===== config.mk =====
export PLATFORM = sky130hd
export DESIGN_NAME = sorp_fifo
export DESIGN_NICKNAME = d
export VERILOG_FILES = /design/src/rtl/core/sorp_pkg.sv /design/src/rtl/core/sorp_fifo.sv
export SDC_FILE = /design/constraint.sdc
export NUM_CORES = 1
export LEC_CHECK = 0
export BUFFER_PORTS_ARGS = -buffer_cell sky130_fd_sc_hd__buf_2
export CAP_MARGIN = 30
export CORE_AREA = 5 5 96 98
export CTS_CLUSTER_DIAMETER = 200
export CTS_CLUSTER_SIZE = 12
export DETAILED_ROUTE_END_ITERATION = 10
export DIE_AREA = 0 0 101 103
export HOLD_SLACK_MARGIN = 0.15
export PLACE_DENSITY = 0.7
export SYNTH_ARGS = -nofsm -noshare
export SYNTH_HDL_FRONTEND = slang
export SYNTH_SLANG_ARGS = --single-unit

===== constraint.sdc =====
create_clock -name clk -period 4.3 [get_ports clk]
set_input_delay 0.215 -clock clk [delete_from_list [all_inputs] [get_ports clk]]
set_output_delay 0.215 -clock clk [all_outputs]
set_load 0.05 [all_outputs]

===== src/rtl/core/sorp_pkg.sv =====
// Shared types, sizes and helper functions of the slope-one rating predictor.
// Used by every module under rtl/core; depends on nothing.
`timescale 1ns / 1ps
`default_nettype none

package sorp_pkg;

	// Sizing of the item space and of one user's list.
	localparam int NUM_ITEMS  = 64;
	localparam int MAX_PREFS  = 16;
	localparam int RESULT_CAP = 64;

	// Field widths.
	localparam int ITEM_W = 6;
	localparam int RAT_W  = 16;
	localparam int CNT_W  = 24;
	localparam int SUM_W  = 40;
	localparam int WGT_W  = 28;
	localparam int WORD_W = SUM_W + CNT_W;

	// Pair table geometry.
	localparam int TBL_DEPTH = NUM_ITEMS * NUM_ITEMS;
	localparam int ADDR_W    = $clog2(TBL_DEPTH);
	localparam int CLR_W     = $clog2(TBL_DEPTH + 1);

	// List and loop counters.
	localparam int LEN_W = $clog2(MAX_PREFS + 1);
	localparam int IDX_W = (MAX_PREFS > 1) ? $clog2(MAX_PREFS) : 1;
	localparam int T_W   = $clog2(NUM_ITEMS + 1);
	localparam int N_W   = $clog2(RESULT_CAP + 1);

	// Prediction accumulator widths.
	localparam int PROD_W = RAT_W + CNT_W + 1;
	localparam int TERM_W = PROD_W + 1;
	localparam int NUM_W  = TERM_W + $clog2(MAX_PREFS);
	localparam int TOT_W  = CNT_W + $clog2(MAX_PREFS);
	localparam int DCNT_W = $clog2(NUM_W + 1);

	// Queue between the front and the back.
	localparam int FIFO_DEPTH = 4;
	localparam int FIFO_IDX_W = $clog2(FIFO_DEPTH);
	localparam int FIFO_CNT_W = $clog2(FIFO_DEPTH + 1);

	// Saturation limits.
	localparam logic signed [SUM_W-1:0] SUM_MAX = {1'b0, {(SUM_W-1){1'b1}}};
	localparam logic signed [SUM_W-1:0] SUM_MIN = {1'b1, {(SUM_W-1){1'b0}}};
	localparam logic [CNT_W-1:0] CNT_MAX    = {CNT_W{1'b1}};
	localparam logic [WGT_W-1:0] WEIGHT_MAX = {WGT_W{1'b1}};
	localparam logic signed [RAT_W-1:0] Q_MAX = {1'b0, {(RAT_W-1){1'b1}}};
	localparam logic signed [RAT_W-1:0] Q_MIN = {1'b1, {(RAT_W-1){1'b0}}};
	localparam int Q_POS_LIM = 32767;
	localparam int Q_NEG_LIM = 32768;

	// Mode codes.
	localparam logic MODE_TRAIN   = 1'b0;
	localparam logic MODE_PREDICT = 1'b1;

	// One classified preference word as it travels through the queue.
	typedef struct packed {
		logic                    mode;
		logic [ITEM_W-1:0]       item;
		logic signed [RAT_W-1:0] rating;
		logic                    last;
		logic                    keep;
	} entry_t;

	// Status that gates the front.
	typedef struct packed {
		logic clr_busy;
		logic q_full;
	} fe_ctl_t;

	// Divider status.
	typedef struct packed {
		logic busy;
		logic done;
	} div_stat_t;

	// Back-end sequencer states.
	typedef enum logic [3:0] {
		ST_CLEAR,
		ST_IDLE,
		ST_TA,
		ST_TRD,
		ST_TWR,
		ST_PT,
		ST_PRD,
		ST_PMUL,
		ST_PACC,
		ST_PCHK,
		ST_PDIV,
		ST_PPUSH,
		ST_PFIN
	} back_state_t;

	// Pair table address of the ordered pair (a, b).
	function automatic logic [ADDR_W-1:0] slot(input logic [ITEM_W-1:0] a,
			input logic [ITEM_W-1:0] b);
		return ADDR_W'(int'(a) * NUM_ITEMS + int'(b));
	endfunction

endpackage

`default_nettype wire


===== src/rtl/core/sorp_fifo.sv =====
// Short queue of classified words between the front and the back.
// Depends on sorp_pkg.
`timescale 1ns / 1ps
`default_nettype none

module sorp_fifo (
	input  wire logic             clk,
	input  wire logic             arst_n,
	input  wire logic             push,
	input  wire sorp_pkg::entry_t wr_entry,
	input  wire logic             pop,
	output sorp_pkg::entry_t      rd_entry,
	output logic                  full,
	output logic                  empty
);

	sorp_pkg::entry_t                  slots_q [sorp_pkg::FIFO_DEPTH];
	logic [sorp_pkg::FIFO_IDX_W-1:0]   wr_ptr_q;
	logic [sorp_pkg::FIFO_IDX_W-1:0]   rd_ptr_q;
	logic [sorp_pkg::FIFO_CNT_W-1:0]   cnt_q;

	assign full     = (32'(cnt_q) == sorp_pkg::FIFO_DEPTH);
	assign empty    = (cnt_q == '0);
	assign rd_entry = slots_q[rd_ptr_q];

	// Storage needs no reset.
	always_ff @(posedge clk) begin
		if (push) begin
			slots_q[wr_ptr_q] <= wr_entry;
		end
	end

	// Pointers and occupancy.
	always_ff @(posedge clk or negedge arst_n) begin
		if (!arst_n) begin
			wr_ptr_q <= '0;
			rd_ptr_q <= '0;
			cnt_q    <= '0;
		end else begin
			if (push) begin
				wr_ptr_q <= wr_ptr_q + 1'b1;
			end
			if (pop) begin
				rd_ptr_q <= rd_ptr_q + 1'b1;
			end
			if (push && !pop) begin
				cnt_q <= cnt_q + 1'b1;
			end else if (pop && !push) begin
				cnt_q <= cnt_q - 1'b1;
			end
		end
	end

endmodule

`default_nettype wire


== Word-level counts from Yosys, hierarchy flattened ==
Memory sizes are Yosys's and may differ from the RTL's.
Index checks and enable logic that the tools add are counted.

* Memory bits (writable): 100
* Bits in registers: 7
* Output and inout port bits: 27
* Logic and storage cells: 19
* Memory bits (read-only): 0
* Bits in latches: 0
* Input port bits: 29
* Memories: 1

{| class="wikitable"
|+ Memory list
! name !! words !! bits a word !! read ports !! clocked after memory_dff !! write ports !! line !! text
|-
| slots_q || 4 || 25 || 1 || 0 || 1 || sorp_fifo.sv:17 || <nowiki>sorp_pkg::entry_t slots_q [sorp_pkg::FIFO_DEPTH];</nowiki>
|}

* Bitwise logic cells: 0
* Equality and inequality tests: 1
* Mux-type cells: 4
* Magnitude comparators: 0
* Add/sub/neg operators: 4
* $mul: 0
* Shift-type cells: 0
* Div/mod/pow operators: 0
* Reductions and logical operators: 6

{| class="wikitable"
|+ Operator list
! kind !! count
|-
| 2-to-1 mux 3 bit || 2
|-
| adder 2 x 1 -> 2 bit (second input constant) || 2
|-
| adder 3 x 1 -> 3 bit (second input constant) || 1
|-
| == test 3 bit (second input constant) || 1
|-
| zero test 3 bit || 1
|-
| subtractor 3 x 1 -> 3 bit (second input constant) || 1
|-
| logical AND 1 bit || 2
|-
| zero test 1 bit || 2
|-
| 2-to-1 mux 1 bit || 2
|-
| nonzero test 2 bit || 1
|}

== Longest topological paths before layout ==
* Depth in word-level cells: 4
* Depth in mapped cells: 7
* Depth with buffers taken out: 7

== Worst setup path after synthesis ==
No wires, ideal clock.

* Path type: register -> output
* Start point: reg cnt_q[0] in the netlist's numbering
* End point: out full
* Stages on the path, launching flop included: 2
* Data arrival time: 1.599 ns
* Data required time: 4.085 ns
* Buffers on the path: 0
* Setup slack: 2.486 ns
* Path through: dfrtp_1 -> nor3b_1

* Cells in the longest elaborated chain, start to end: 1

{| class="wikitable"
|+ RTL lines
! element !! line !! text
|-
| from (decl) || sorp_fifo.sv:20 || <nowiki>logic [sorp_pkg::FIFO_CNT_W-1:0] cnt_q;</nowiki>
|-
| from (signal assigned) || sorp_fifo.sv:47 || <nowiki>cnt_q <= cnt_q + 1'b1;</nowiki>
|-
| from (signal assigned) || sorp_fifo.sv:49 || <nowiki>cnt_q <= cnt_q - 1'b1;</nowiki>
|-
| == test 3 bit || sorp_fifo.sv:22 || <nowiki>assign full = (32'(cnt_q) == sorp_pkg::FIFO_DEPTH);</nowiki>
|-
| to (decl) || sorp_fifo.sv:13 || <nowiki>output logic full,</nowiki>
|}

Every way passes these cells.

==> metrics.txt <==
final RePlAce weighted congestion between 0.6 and 0.7; Cell Chain, Critical Path mux4_1, buf_2; worst hold slack between 0.2 and 0.25 ns; CP Buf/Inv Count 1; DP Wirelength roughly 4000 µm; Max FO, Critical Path 27; syn avg cell area between 20 and 25 µm²; Final nets just under 300; Max clock buf depth 2; Hold Crit Class primary input to asynchronous set/reset pin; P&R area growth vs syn 21.35%; filler cell count about 620; worst reg2reg path depth 4; final setup violation count 0; setup tns final 0 ns; Synth Cell Area 0.004049 mm²; R2R Path End slots_q[0][14]$_DFFE_PP_; Clock Skew between 0.005 and 0.006 ns; status completed; post-layout util between 50% and 60%; DRC 0; clk_lat worst skew 0.34 ns; CORE AREA roughly 0.0084 mm²; Detailed Route Iter0 Violations 96; Worst Setup Path Type flip-flop to output pin; Pins Over Slew Limit 0; Pleak ~1.8 nW; yosys warns 0; cts hold-fix bufs 28; first-pass GRT wire length 10720 µm; die area about 0.010 mm²; RSZ-0062 raised after global routing no; Initial Util 48.31%; ANT cells 0; share of layout cells above drive strength 1 a little over a third; TritonCTS clock tree done; clock sinks between 100 and 150; CP Capture Type output pin; WL per Instance about 18 µm; largest net degree at the start of global routing 28; placed cells roughly 330; Gate Count Post-Synth approximately 170; WP data arrival ~2.2 ns; Hold Fails Final Rpt 0; Crit Reg-Reg Startpoint wr_ptr_q[1]$_DFFE_PN0P_; Tcrit/Tclk final between 50% and 60%; die height 103 µm; via/cell ratio 5.146; post-route minimum period ~2.4 ns; register area share after synthesis a little under 80%; Post-CTS Setup Bufs 0; Yosys reg bits between 100 and 150; total CTS buffers 9; Crit path largest cell delay approximately 0.96 ns; Root Driver clkbuf_8; commonest non-fill, non-tap cell in the layout edfxtp_1; FP Rows 34; startpoint class of the critical path flip-flop; flop2flop setup slack 2.81 ns; GRT Util Overall 14.08%; FMAX around 0.41 GHz; Synth cell types 19; Top Family by Delay on Critical Path flip-flops; PD cells between 600 and 700 mW/mm²; crit path max-delay cell type dfrtp_2; max cap viols 0; drt first pass iters 4; routed wire length between 6000 and 7000 µm; Worst Max-Slew Pin Slew ~0.88 ns; H-tree depth 3; Routed Antenna Nets 0; Die Width 101 µm; Vias between 1.5k and 2k; Worst slew margin 41.61%; Worst VDD drop approximately 0.50 mV; initial antenna violation count 0; Syn Nets 200; IO Port Bufs 55; CTS resizes 0; number of global-route vias before repair roughly 2.1k; # IOs 56; power after layout between 0.003 and 0.004 W; GRT overflow 0; most frequent cells in the layout edfxtp_1, buf_2, dlygate4sd3_1; Worst Path Required 4.09 ns; clk slew on worst S/H paths roughly 0.090 ns; fin cells 370
[per-layer routing]
metal,track usage (%),wire length [µm]
met5,0,0
met4,5.828,67
met3,2.639,292
met2,23.80,3467
met1,18.12,2900
[worst reg2reg max path, cell delays in order, from the launching register on]
cell and delay [ns]:
dfrtp_1 0.41, inv_1 0.11, ha_1 0.14, and2_1 0.12, buf_4 0.35
[cell type report]
cell class | count | area, µm² | share of cell area [%]
clock buffers | 9 | 123.9 | 2.521
multi-input cells | 48 | 789.5 | 16.07
clock inverters | 6 | 57.56 | 1.171
repair buffers | 88 | 613.1 | 12.48
flip-flops and latches | 107 | 3179 | 64.71
well taps | 108 | 135.1 | 2.750
inverters | 4 | 15.01 | 0.3056
[cell usage after synthesis (all sizes together)]
master	count	area [µm²]
edfxtp	100	3003
mux4	25	589.3
dfrtp	7	175.2
buf	6	66.31
ha	5	62.56
and2	4	25.02
inv	4	15.01
xor2	4	35.03
nand2	2	7.510
xnor2	2	17.52
fa	1	20.02
mux2	1	11.26
nor2	1	3.750
nor3	1	5.000
nor3b	1	7.510
o21ai	1	5.000
[per-stage QoR]
step                instance area (µm²)  worst slack [ns]
finish                             4913             1.885
global route                       4913             1.695
CTS                                4913             1.810
detailed placement                 4452             2.205
global placement                   4424             2.217
floorplan                          4049             2.486
[power breakdown]
group | switching (W) | total [W] | internal (W)
sequential | 0.000155 | 0.00152 | 0.00137
clock | 0.000303 | 0.000565 | 0.000261
combinational | 0.000883 | 0.00133 | 0.000451
[state kept, by name, indices dropped and copies added (netlist names)]
signal and cells:
wr_ptr_q 2, slots_q 100, cnt_q 3, rd_ptr_q 2
[cells by family (layout without fill, tap and decap cells)]
logic type / Yosys count / in the layout / synth area share (%)
flip-flops: 107 / 107 / 78.49
multiplexers: 26 / 26 / 14.83
buffers and inverters: 10 / 107 / 2.008
AND/OR/NAND/NOR: 9 / 9 / 1.205
adder cells (fa/ha/maj): 6 / 6 / 2.040
XOR/XNOR: 6 / 6 / 1.298
AO/OA/AOI/OAI: 1 / 1 / 0.1235
[how the worst max path moves through the flow]
stage                             from      endpoint  slack, ns  cells past startpoint
6_report       rd_ptr_q[0]$_DFFE_PN0P_  rd_entry[15]       1.88                      2
5_1_grt        rd_ptr_q[0]$_DFFE_PN0P_  rd_entry[15]       1.69                      2
4_1_cts        rd_ptr_q[0]$_DFFE_PN0P_  rd_entry[15]       1.81                      2
3_5_place_dp   rd_ptr_q[0]$_DFFE_PN0P_  rd_entry[15]       2.20                      2
3_3_place_gp   rd_ptr_q[0]$_DFFE_PN0P_  rd_entry[15]       2.22                      2
2_1_floorplan     cnt_q[0]$_DFFE_PN0P_          full       2.49                      1
(Power assumes the default switching activity.)
