### config.mk
export PLATFORM = sky130hd
export DESIGN_NAME = sorp_front
export DESIGN_NICKNAME = d
export VERILOG_FILES = /design/src/rtl/core/sorp_pkg.sv /design/src/rtl/core/sorp_front.sv
export SDC_FILE = /design/constraint.sdc
export NUM_CORES = 1
export LEC_CHECK = 0
export BUFFER_PORTS_ARGS = -buffer_cell sky130_fd_sc_hd__buf_2
export CORE_MARGIN = 4
export CORE_UTILIZATION = 30
export CTS_BUF_LIST = sky130_fd_sc_hd__clkbuf_2
export DETAILED_ROUTE_END_ITERATION = 10
export GPL_ROUTABILITY_DRIVEN = 0
export GPL_TIMING_DRIVEN = 0
export HOLD_SLACK_MARGIN = 0.06
export PLACE_DENSITY = 0.76
export SLEW_MARGIN = 0
export SYNTH_ARGS = -nofsm -noshare
export SYNTH_HDL_FRONTEND = slang
export SYNTH_SLANG_ARGS = --single-unit
### constraint.sdc
create_clock -name clk -period 1.1 [get_ports clk]
set_clock_uncertainty 0.1 [all_clocks]
set_input_delay 0.11 -clock clk [delete_from_list [all_inputs] [get_ports clk]]
set_output_delay 0.11 -clock clk [all_outputs]
set_load 0.01 [all_outputs]
### src/rtl/core/sorp_pkg.sv
// Shared types, sizes and helper functions of the slope-one rating predictor.
// Used by every module under rtl/core; depends on nothing.
`timescale 1ns / 1ps
`default_nettype none

package sorp_pkg;

	// Sizing of the item space and of one user's list.
	localparam int NUM_ITEMS  = 64;
	localparam int MAX_PREFS  = 16;
	localparam int RESULT_CAP = 64;

	// Field widths.
	localparam int ITEM_W = 6;
	localparam int RAT_W  = 16;
	localparam int CNT_W  = 24;
	localparam int SUM_W  = 40;
	localparam int WGT_W  = 28;
	localparam int WORD_W = SUM_W + CNT_W;

	// Pair table geometry.
	localparam int TBL_DEPTH = NUM_ITEMS * NUM_ITEMS;
	localparam int ADDR_W    = $clog2(TBL_DEPTH);
	localparam int CLR_W     = $clog2(TBL_DEPTH + 1);

	// List and loop counters.
	localparam int LEN_W = $clog2(MAX_PREFS + 1);
	localparam int IDX_W = (MAX_PREFS > 1) ? $clog2(MAX_PREFS) : 1;
	localparam int T_W   = $clog2(NUM_ITEMS + 1);
	localparam int N_W   = $clog2(RESULT_CAP + 1);

	// Prediction accumulator widths.
	localparam int PROD_W = RAT_W + CNT_W + 1;
	localparam int TERM_W = PROD_W + 1;
	localparam int NUM_W  = TERM_W + $clog2(MAX_PREFS);
	localparam int TOT_W  = CNT_W + $clog2(MAX_PREFS);
	localparam int DCNT_W = $clog2(NUM_W + 1);

	// Queue between the front and the back.
	localparam int FIFO_DEPTH = 4;
	localparam int FIFO_IDX_W = $clog2(FIFO_DEPTH);
	localparam int FIFO_CNT_W = $clog2(FIFO_DEPTH + 1);

	// Saturation limits.
	localparam logic signed [SUM_W-1:0] SUM_MAX = {1'b0, {(SUM_W-1){1'b1}}};
	localparam logic signed [SUM_W-1:0] SUM_MIN = {1'b1, {(SUM_W-1){1'b0}}};
	localparam logic [CNT_W-1:0] CNT_MAX    = {CNT_W{1'b1}};
	localparam logic [WGT_W-1:0] WEIGHT_MAX = {WGT_W{1'b1}};
	localparam logic signed [RAT_W-1:0] Q_MAX = {1'b0, {(RAT_W-1){1'b1}}};
	localparam logic signed [RAT_W-1:0] Q_MIN = {1'b1, {(RAT_W-1){1'b0}}};
	localparam int Q_POS_LIM = 32767;
	localparam int Q_NEG_LIM = 32768;

	// Mode codes.
	localparam logic MODE_TRAIN   = 1'b0;
	localparam logic MODE_PREDICT = 1'b1;

	// One classified preference word as it travels through the queue.
	typedef struct packed {
		logic                    mode;
		logic [ITEM_W-1:0]       item;
		logic signed [RAT_W-1:0] rating;
		logic                    last;
		logic                    keep;
	} entry_t;

	// Status that gates the front.
	typedef struct packed {
		logic clr_busy;
		logic q_full;
	} fe_ctl_t;

	// Divider status.
	typedef struct packed {
		logic busy;
		logic done;
	} div_stat_t;

	// Back-end sequencer states.
	typedef enum logic [3:0] {
		ST_CLEAR,
		ST_IDLE,
		ST_TA,
		ST_TRD,
		ST_TWR,
		ST_PT,
		ST_PRD,
		ST_PMUL,
		ST_PACC,
		ST_PCHK,
		ST_PDIV,
		ST_PPUSH,
		ST_PFIN
	} back_state_t;

	// Pair table address of the ordered pair (a, b).
	function automatic logic [ADDR_W-1:0] slot(input logic [ITEM_W-1:0] a,
			input logic [ITEM_W-1:0] b);
		return ADDR_W'(int'(a) * NUM_ITEMS + int'(b));
	endfunction

endpackage

`default_nettype wire

### src/rtl/core/sorp_front.sv
// Front end: accepts preference words and classifies them as kept or dropped.
// Depends on sorp_pkg.
`timescale 1ns / 1ps
`default_nettype none

module sorp_front (
	input  wire logic                            clk,
	input  wire logic                            arst_n,
	input  wire logic                            in_valid,
	output logic                                 in_stall,
	input  wire logic                            mode,
	input  wire logic [sorp_pkg::ITEM_W-1:0]     item,
	input  wire logic signed [sorp_pkg::RAT_W-1:0] rating,
	input  wire logic                            last,
	input  wire sorp_pkg::fe_ctl_t               ctl,
	output logic                                 push,
	output sorp_pkg::entry_t                     entry
);

	logic [sorp_pkg::LEN_W-1:0] fill_q;
	logic                       keep;

	// Hold off while the table is cleared or the queue is full.
	assign in_stall = ctl.clr_busy | ctl.q_full;
	assign push     = in_valid & ~in_stall;

	// A word is kept while the list has room and its item is in range.
	assign keep = (32'(fill_q) < sorp_pkg::MAX_PREFS) && (32'(item) < sorp_pkg::NUM_ITEMS);

	always_comb begin
		entry.mode   = mode;
		entry.item   = item;
		entry.rating = rating;
		entry.last   = last;
		entry.keep   = keep;
	end

	// Track the list fill; a closing word starts a new list.
	always_ff @(posedge clk or negedge arst_n) begin
		if (!arst_n) begin
			fill_q <= '0;
		end else if (push) begin
			if (last) begin
				fill_q <= '0;
			end else if (keep) begin
				fill_q <= fill_q + 1'b1;
			end
		end
	end

endmodule

`default_nettype wire

Word level (Yosys, flattened, before mapping)
Cells that the tools add are included.

storage, ports and cells
  flip-flop bits (word level) = 5
  latch bits = 0
  memory bits (writable) = 0
  ROM bits = 0
  bits of input ports = 29
  output and inout bits = 27
  logic and storage cells = 10
  memories kept = 0

cells by class
  add/sub/neg operators = 1
  multipliers = 0
  divide/modulo/power cells = 0
  magnitude comparators = 1
  eq/ne operators = 0
  shift operators = 0
  multiplexer cells = 2
  bitwise gates (word level) = 3
  reduce and logical (&&, ||, !) cells = 2

operators by type and width
  kind                   count
  $mux W5                2
  $add A5 B1 Y5 const B  1
  $lt A5 B5 Y1 const B   1
  $reduce_and A2 Y1      1
  $reduce_bool A2 Y1     1
  $and A1 B1 Y1          1
  $not A1 Y1             1
  $or A1 B1 Y1           1

Longest topological paths before layout
Gate-level depths: netlist of run 1.

  depth in word-level cells = 4
  depth in mapped cells = 5
  depth with buffers taken out = 4

Least setup slack after synthesis of run 1
No wires, ideal clock.

  kind = flip-flop to flip-flop
  start point = register fill_q[0] in the netlist's numbering
  end point = register fill_q[2] in the netlist's numbering
  setup time = 0.126 ns
  arrival = 0.977 ns
  data required time = 0.874 ns
  slack = -0.103 ns
  stages on the path, launching flop included = 5
  path buffers = 0
  clock period less this slack = 1.203 ns
  path through = dfrtp_1 > ha_1 > nand2b_1 > nor4_2 > a221o_1

between the ends
  word-level cells in the longest chain between the ends = 3
  elaborated cells between the ends (all ways) = 6
  those cells by class = add/sub: 1; order compare: 1; mux: 2; reduce/logical: 2

RTL lines
  what                                                  RTL line                            RTL
  from (decl)                                           sorp_front.sv:20                    logic [sorp_pkg::LEN_W-1:0] fill_q;
  from (signal assigned)                                sorp_front.sv:46                    fill_q <= fill_q + 1'b1;
  $add A5 B1 Y5 / $lt A5 B5 Y1 (equally long branches)  sorp_front.sv:46, sorp_front.sv:28
  $mux W5 / $reduce_bool A2 Y1 (equally long branches)  n/a
  $mux W5 / $reduce_and A2 Y1 (equally long branches)   n/a

Several ways; a longest one is shown, not always the timed one. The select of a mux whose other input is x is not followed.
A chain may end at the register's enable or synchronous reset.

Worst setup path after layout of run 1
  start point = register fill_q[1] in the netlist's numbering
  end point = register fill_q[2] in the netlist's numbering

Same word-level chain as after synthesis.

==> results of run 1 <==
where the power goes:
| group | switching [uW] | total, uW | internal [uW] | leakage, uW |
|---|---|---|---|---|
| clock | 81.9 | 178 | 96.3 | 0.0000166 |
| sequential | 59.2 | 294 | 235 | 0.0000575 |
| combinational | 158 | 415 | 257 | 0.000359 |
| total | 299 | 887 | 588 | 0.000433 |
metal layers:
metal / GRT usage, % / share of wire (%) / routed length [um]
met1: 12.4 / 37 / 454
met2: 16.1 / 48 / 595
met3: 3.07 / 14 / 175
met4: 8.29 / 1.2 / 15
met5: 0 / 0 / 0
final cells by class:
| type | instances | area, sq um |
|---|---|---|
| clock buffer | 4 | 20.0 |
| sequential | 5 | 126 |
| tap | 16 | 20.0 |
| fill | 135 | 747 |
| inverter | 3 | 16.3 |
| buffer | 25 | 188 |
| timing repair buffer | 40 | 235 |
| multi-input combinational | 21 | 171 |
worst max-delay path by stage:
| stage | slack [ps] | to | depth (start not counted) |
|---|---|---|---|
| CTS | -110 | fill_q[2]$_DFFE_PN0P_ | 4 |
| global placement | -170 | fill_q[2]$_DFFE_PN0P_ | 4 |
| finish | -140 | fill_q[2]$_DFFE_PN0P_ | 4 |
| floorplan | -70 | fill_q[2]$_DFFE_PN0P_ | 4 |
| global route | -160 | fill_q[2]$_DFFE_PN0P_ | 4 |
| detailed placement | -190 | fill_q[2]$_DFFE_PN0P_ | 4 |
metrics by stage:
stage	instances	hold slack (ps)	worst slack (ps)	setup TNS (ps)	area [sq um]
6_report	114	71.9	-135	-372	777
5_1_grt	114	63.9	-163	-717	777
4_1_cts	113	54.5	-112	-371	762
3_5_place_dp	103	-166	-189	-654	677
3_3_place_gp	103	-168	-169	-423	677
2_1_floorplan	55	-286	-67.2	-67.2	497
cell families (layout without fill, tap and decap cells):
kind of cell | count (synthesis) | in the layout | synth area share [%]
buffers and inverters | 29 | 72 | 43.3
and+or+nand+nor | 12 | 12 | 16.2
AOI/OAI and AO/OA | 7 | 7 | 10.3
DFF | 5 | 5 | 25.6
adders and majority gates | 1 | 1 | 2.56
muxes | 1 | 1 | 2.05
what timing repair did:
| action | CTS | global route |
|---|---|---|
| hold buffers | 1 | 0 |
| resized for setup | 5 | 3 |
| hold endpoints to repair | 6 | 0 |
| setup buffers | 5 | 2 |
| setup endpoints to repair | 6 | 6 |
| pin swaps | 2 | 3 |
critical path, stage by stage (launching register included):
cell	delay, ps
dfrtp_1	400
ha_2	200
nand2b_1	110
nor4_2	50
a221o_1	260
layout by cell type (no fill, tap or decap), drive strengths merged, types with 2 or more instances in the layout:
cell	instances
buf	64
dfrtp	5
clkbuf	4
nand2	3
inv	2
o21ai	2
==> run metrics, run 1 <==
most used flip-flop cell after synthesis=dfrtp_1; Root Driver=clkbuf_2; Cell Area, Synth=488 sq um; Max-Cap Viols=0; worst reg2reg endpoint=fill_q[2]$_DFFE_PN0P_; CP startpoint=fill_q[1]$_DFFE_PN0P_; top-area cell type share of the netlist area=38.5%; synth cell count leaders=25 x buf_4, 5 x dfrtp_1, 3 x nand2_1; unrepaired setup endpoints after global routing=yes; Final Hold Vio Count=0; Tot Pwr=887 uW; biggest regs=fill_q: 5 flops; Worst setup EP type=flop; crit share post-route=112%; clk sinks=5; CTS buffer count=3; Max clock buf depth=2; Final Core Density=51.0%; Area Overhead vs Synth=59.2%; GRT Overall Usage=10.7%; Port Buf Inserts=32; residual DRC count=0; initial core utilization=32.0%; first-pass GRT wire length=2040 um; Final min period=1240 ps; aggregate global routing overflow=0; Crit path required time=1100 ps; Total Die Area=2340 sq um; hold path start=last; reg2reg setup slack=-140 ps; CP Class=flop to flop; max FFs per register=5; Top-Level Pins=56; hold crit path type=input port to flop; vias in the first global route=490; dpl hpwl=1010 um; f_max=810 MHz; CTS H-tree depth=1; maximum VDD drop=0.495 mV; final net count=129; top cells by area, synth=buf_4 38%, dfrtp_1 26%, ha_1 2.6%, nor4_2 2.6%, buf_6 2.3%; Mean Syn Cell Area=8.87 sq um; initial antenna violation count=0; Yosys reg bits=5; CP arrival=1240 ps; r2r startpoint=fill_q[1]$_DFFE_PN0P_; row cnt=14; WL per Instance=10.9 um; CP Max Fanout=3; syn nets=85; core area=1520 sq um; Clk Latency, worst-skew pair=230 ps; final WL=1240 um; Initial DRC Count=9; Largest Register=fill_q; pins over their slew limit=0; CTS tree=done; cells after synthesis=55; R2R depth=4; DRT Pass-1 Iters=2; failing checks=negative setup slack; Via-to-Cell Ratio=4.46; Die Ht=48.3 um; sequential share of the synthesized area=25.6%; max_slew headroom=84.5%; Worst-Margin Slew=229 ps; Unique masters post-synth=23; ant diodes=0; cell taking the most area after synthesis=buf_4; Post-synth EDFFs=0; Routed Antenna Nets=0; Hold EP=fill_q[4]$_DFFE_PN0P_; routed vias=508; outcome=finished with violations; clk slew on worst S/H paths=70 ps; die boundary width=48.3 um; P_leak=0.000433 uW; worst hold stages=2; final setup vio count=5; P per Cell Area=1140 nW/um^2; CP Launch Type=flop; fin worst setup slack=-135 ps; largest net degree at the start of global routing=9; Yosys warnings=0; async set-reset flop share out of synthesis=100%; layout cells sized above 1=76.5%; most common cell in the netlist=buf_4
No activity file was read; power rests on OpenSTA's default activity.
==> inputs of run 2 (changes only) <==
==> config.mk (replaced) <==
export PLATFORM = sky130hd
export DESIGN_NAME = sorp_front
export DESIGN_NICKNAME = d
export VERILOG_FILES = /design/src/rtl/core/sorp_pkg.sv /design/src/rtl/core/sorp_front.sv
export SDC_FILE = /design/constraint.sdc
export NUM_CORES = 1
export LEC_CHECK = 0
export CORE_AREA = 4 4 41 43
export CTS_BUF_LIST = sky130_fd_sc_hd__clkbuf_2
export DETAILED_ROUTE_END_ITERATION = 10
export DIE_AREA = 0 0 45 47
export DONT_BUFFER_PORTS = 1
export GPL_ROUTABILITY_DRIVEN = 0
export HOLD_SLACK_MARGIN = 0.06
export SLEW_MARGIN = 30
export SYNTH_ARGS = -nofsm -noshare
export SYNTH_HDL_FRONTEND = slang
export SYNTH_SLANG_ARGS = --single-unit
==> run 2 against run 1 <==
The run still ends with negative setup slack left; hold slack got worse by 19 ps; die area fell by 9.5%; clock-buffer cell count did not move.
==> run metrics, run 2 (synthesis gave the netlist of run 1 again) <==
hold crit path type=input port to flop (unchanged); Root Driver=clkbuf_2 (unchanged); Crit path required time=1110 ps (was 1100 ps); first-pass GRT wire length=1490 um (was 2040 um); Setup crit end=fill_q[2]$_DFFE_PN0P_ (unchanged); hold slack=52.8 ps (was 71.9 ps); final WL=866 um (was 1240 um); layout cells sized above 1=40.5% (was 76.5%); final setup vio count=3 (was 5); residual DRC count=0 (unchanged); CP Launch Type=flop (unchanged); crit-path max cell delay=390 ps (was 400 ps); ant diodes=0 (unchanged); commonest cells after routing, fill and taps aside=7 x buf_4, 4 x clkbuf_2, 4 x dfrtp_1, 3 x nand2_1 (was 32 x buf_4, 30 x buf_2, 4 x clkbuf_2, 4 x dfrtp_1, 3 x nand2_1); maximum VDD drop=0.624 mV (was 0.495 mV); CTS buffer count=3 (unchanged); failing checks=negative setup slack (unchanged); CP arrival=1190 ps (was 1240 ps); clk slew on worst S/H paths=60 ps (was 70 ps); die boundary width=45 um (was 48.3 um); Initial DRC Count=5 (was 9); P per Cell Area=1740 nW/um^2 (was 1140 nW/um^2); crit share post-route=108% (was 112%); Die Ht=47 um (was 48.3 um); DRT Pass-1 Iters=4 (was 2); R2R depth=4 (unchanged); dpl hpwl=641 um (was 1010 um); core area=1300 sq um (was 1520 sq um); CTS tree=done (unchanged); CTS H-tree depth=1 (unchanged); most common cell after layout, fill and taps aside=buf_4 (unchanged); CP Class=flop to flop (unchanged); CP Max Fanout=3 (unchanged); final net count=73 (was 129); Final Hold Vio Count=0 (unchanged); Setup TNS Final=-123 ps (was -372 ps); Max-Cap Viols=0 (unchanged); Post-DP Area=354 sq um (was 677 sq um); critical path, cell by cell=ha_2 -> nand2b_1 -> nor4_2 -> a221o_1 (unchanged); aggregate global routing overflow=0 (unchanged); Clk Latency, worst-skew pair=220 ps (was 230 ps); Worst-Margin Slew=247 ps (was 229 ps); Final min period=1190 ps (was 1240 ps); r2r startpoint=fill_q[1]$_DFFE_PN0P_ (unchanged); clk sinks=5 (unchanged); largest net degree at the start of global routing=7 (was 9); worst reg2reg endpoint=fill_q[2]$_DFFE_PN0P_ (unchanged); routed vias=288 (was 508); Total Die Area=2120 sq um (was 2340 sq um); WL per Instance=15.2 um (was 10.9 um); vias in the first global route=306 (was 490); CP startpoint=fill_q[1]$_DFFE_PN0P_ (unchanged); Routed Antenna Nets=0 (unchanged); initial antenna violation count=0 (unchanged); Area Overhead vs Synth=-14.1% (was 59.2%); max FFs per register=5 (unchanged); f_max=843 MHz (was 810 MHz); Top-Level Pins=56 (unchanged); Port Buf Inserts=0 (was 32); row cnt=13 (was 14); Max clock buf depth=2 (unchanged); fin worst setup slack=-86.6 ps (was -135 ps); CP max-delay cell=dfrtp_1 (unchanged); outcome=finished with violations (unchanged); initial core utilization=37.5% (was 32.0%); Largest Register=fill_q (unchanged); Via-to-Cell Ratio=5.05 (was 4.46); GRT Overall Usage=10.5% (was 10.7%); reg2reg setup slack=-90 ps (was -140 ps); P_leak=0.000188 uW (was 0.000433 uW); unrepaired setup endpoints after global routing=yes (unchanged); pins over their slew limit=0 (unchanged); Worst setup EP type=flop (unchanged); biggest regs=fill_q: 5 flops (unchanged); max_slew headroom=83.5% (was 84.5%); Finished Cell Area=419 sq um (was 777 sq um)
==> run 2: cell types whose count changed in the layout (fill, tap and decap cells not counted) <==
cell / before / now
dlygate4sd3_1: 1 / 2
o21ai_1: 1 / 2
clkinv_4: 1 / 0
o21ai_0: 1 / 0
buf_4: 32 / 7
or3b_1: 0 / 1
buf_6: 2 / 0
or3b_4: 1 / 0
buf_2: 30 / 0
clkinv_2: 0 / 1
==> run 2: routing by layer <==
metal	vias to the layer above	GRT usage, %	part of all wire (%)
met5	-	0	0
met4	0	8.77	2.5
met3	6	8.05	19
met2	20	13.8	39
met1	125	11.0	39
li1	137	-	-
==> run 2: report_power, final <==
group / internal [uW] / switching (uW) / leakage [uW]
Sequential: 235 / 52.8 / 0.0000575
Combinational: 163 / 102 / 0.000114
Clock: 96.4 / 81.5 / 0.0000166
==> run 2: final cells by class <==
class / count / area, sq um
Inverter: 3 / 12.5
Tap cell: 15 / 18.8
Clock buffer: 4 / 20.0
Sequential cell: 5 / 126
Multi-Input combinational cell: 21 / 169
Fill cell: 147 / 882
Timing Repair Buffer: 9 / 72.6
==> run 2: worst min-delay path by stage <==
stage               startpoint  cells after the start                    end  slack (ps)
floorplan               arst_n                      0  fill_q[0]$_DFFE_PN0P_        -290
global placement        arst_n                      0  fill_q[4]$_DFFE_PN0P_        -290
detailed placement      arst_n                      0  fill_q[4]$_DFFE_PN0P_        -290
CTS                     ctl[1]                      3  fill_q[0]$_DFFE_PN0P_          30
global route              last                      2  fill_q[2]$_DFFE_PN0P_          80
finish                  ctl[1]                      3  fill_q[0]$_DFFE_PN0P_          50
==> run 2: critical path, delay by kind of cell (launching register included) <==
family                   cells  cell delay, ps
AO/OA/AOI/OAI                1             250
adder cells (fa/ha/maj)      1             190
flip-flops                   1             390
AND/OR/NAND/NOR              2             140
==> run 2: stage by stage <==
step | setup slack [ps] | cells | utilization (%) | total power [uW]
5_1_grt | -141 | 57 | 32.2 | 803
3_5_place_dp | -116 | 49 | 27.2 | 488
4_1_cts | -92.6 | 56 | 31.6 | 723
2_1_floorplan | -67.2 | 55 | - | 496
3_3_place_gp | -69.5 | 49 | 27.2 | 482
6_report | -86.6 | 57 | 32.2 | 730
==> run 2: repair_timing <==
item | 4_1_cts | 5_1_grt
pin swaps | 4 | 1
hold buffers | 2 | 0
buffers inserted | 1 | 1
hold endpoints to repair | 10 | 0
endpoints found under the setup margin | 4 | 4
gates resized for setup | 5 | 0
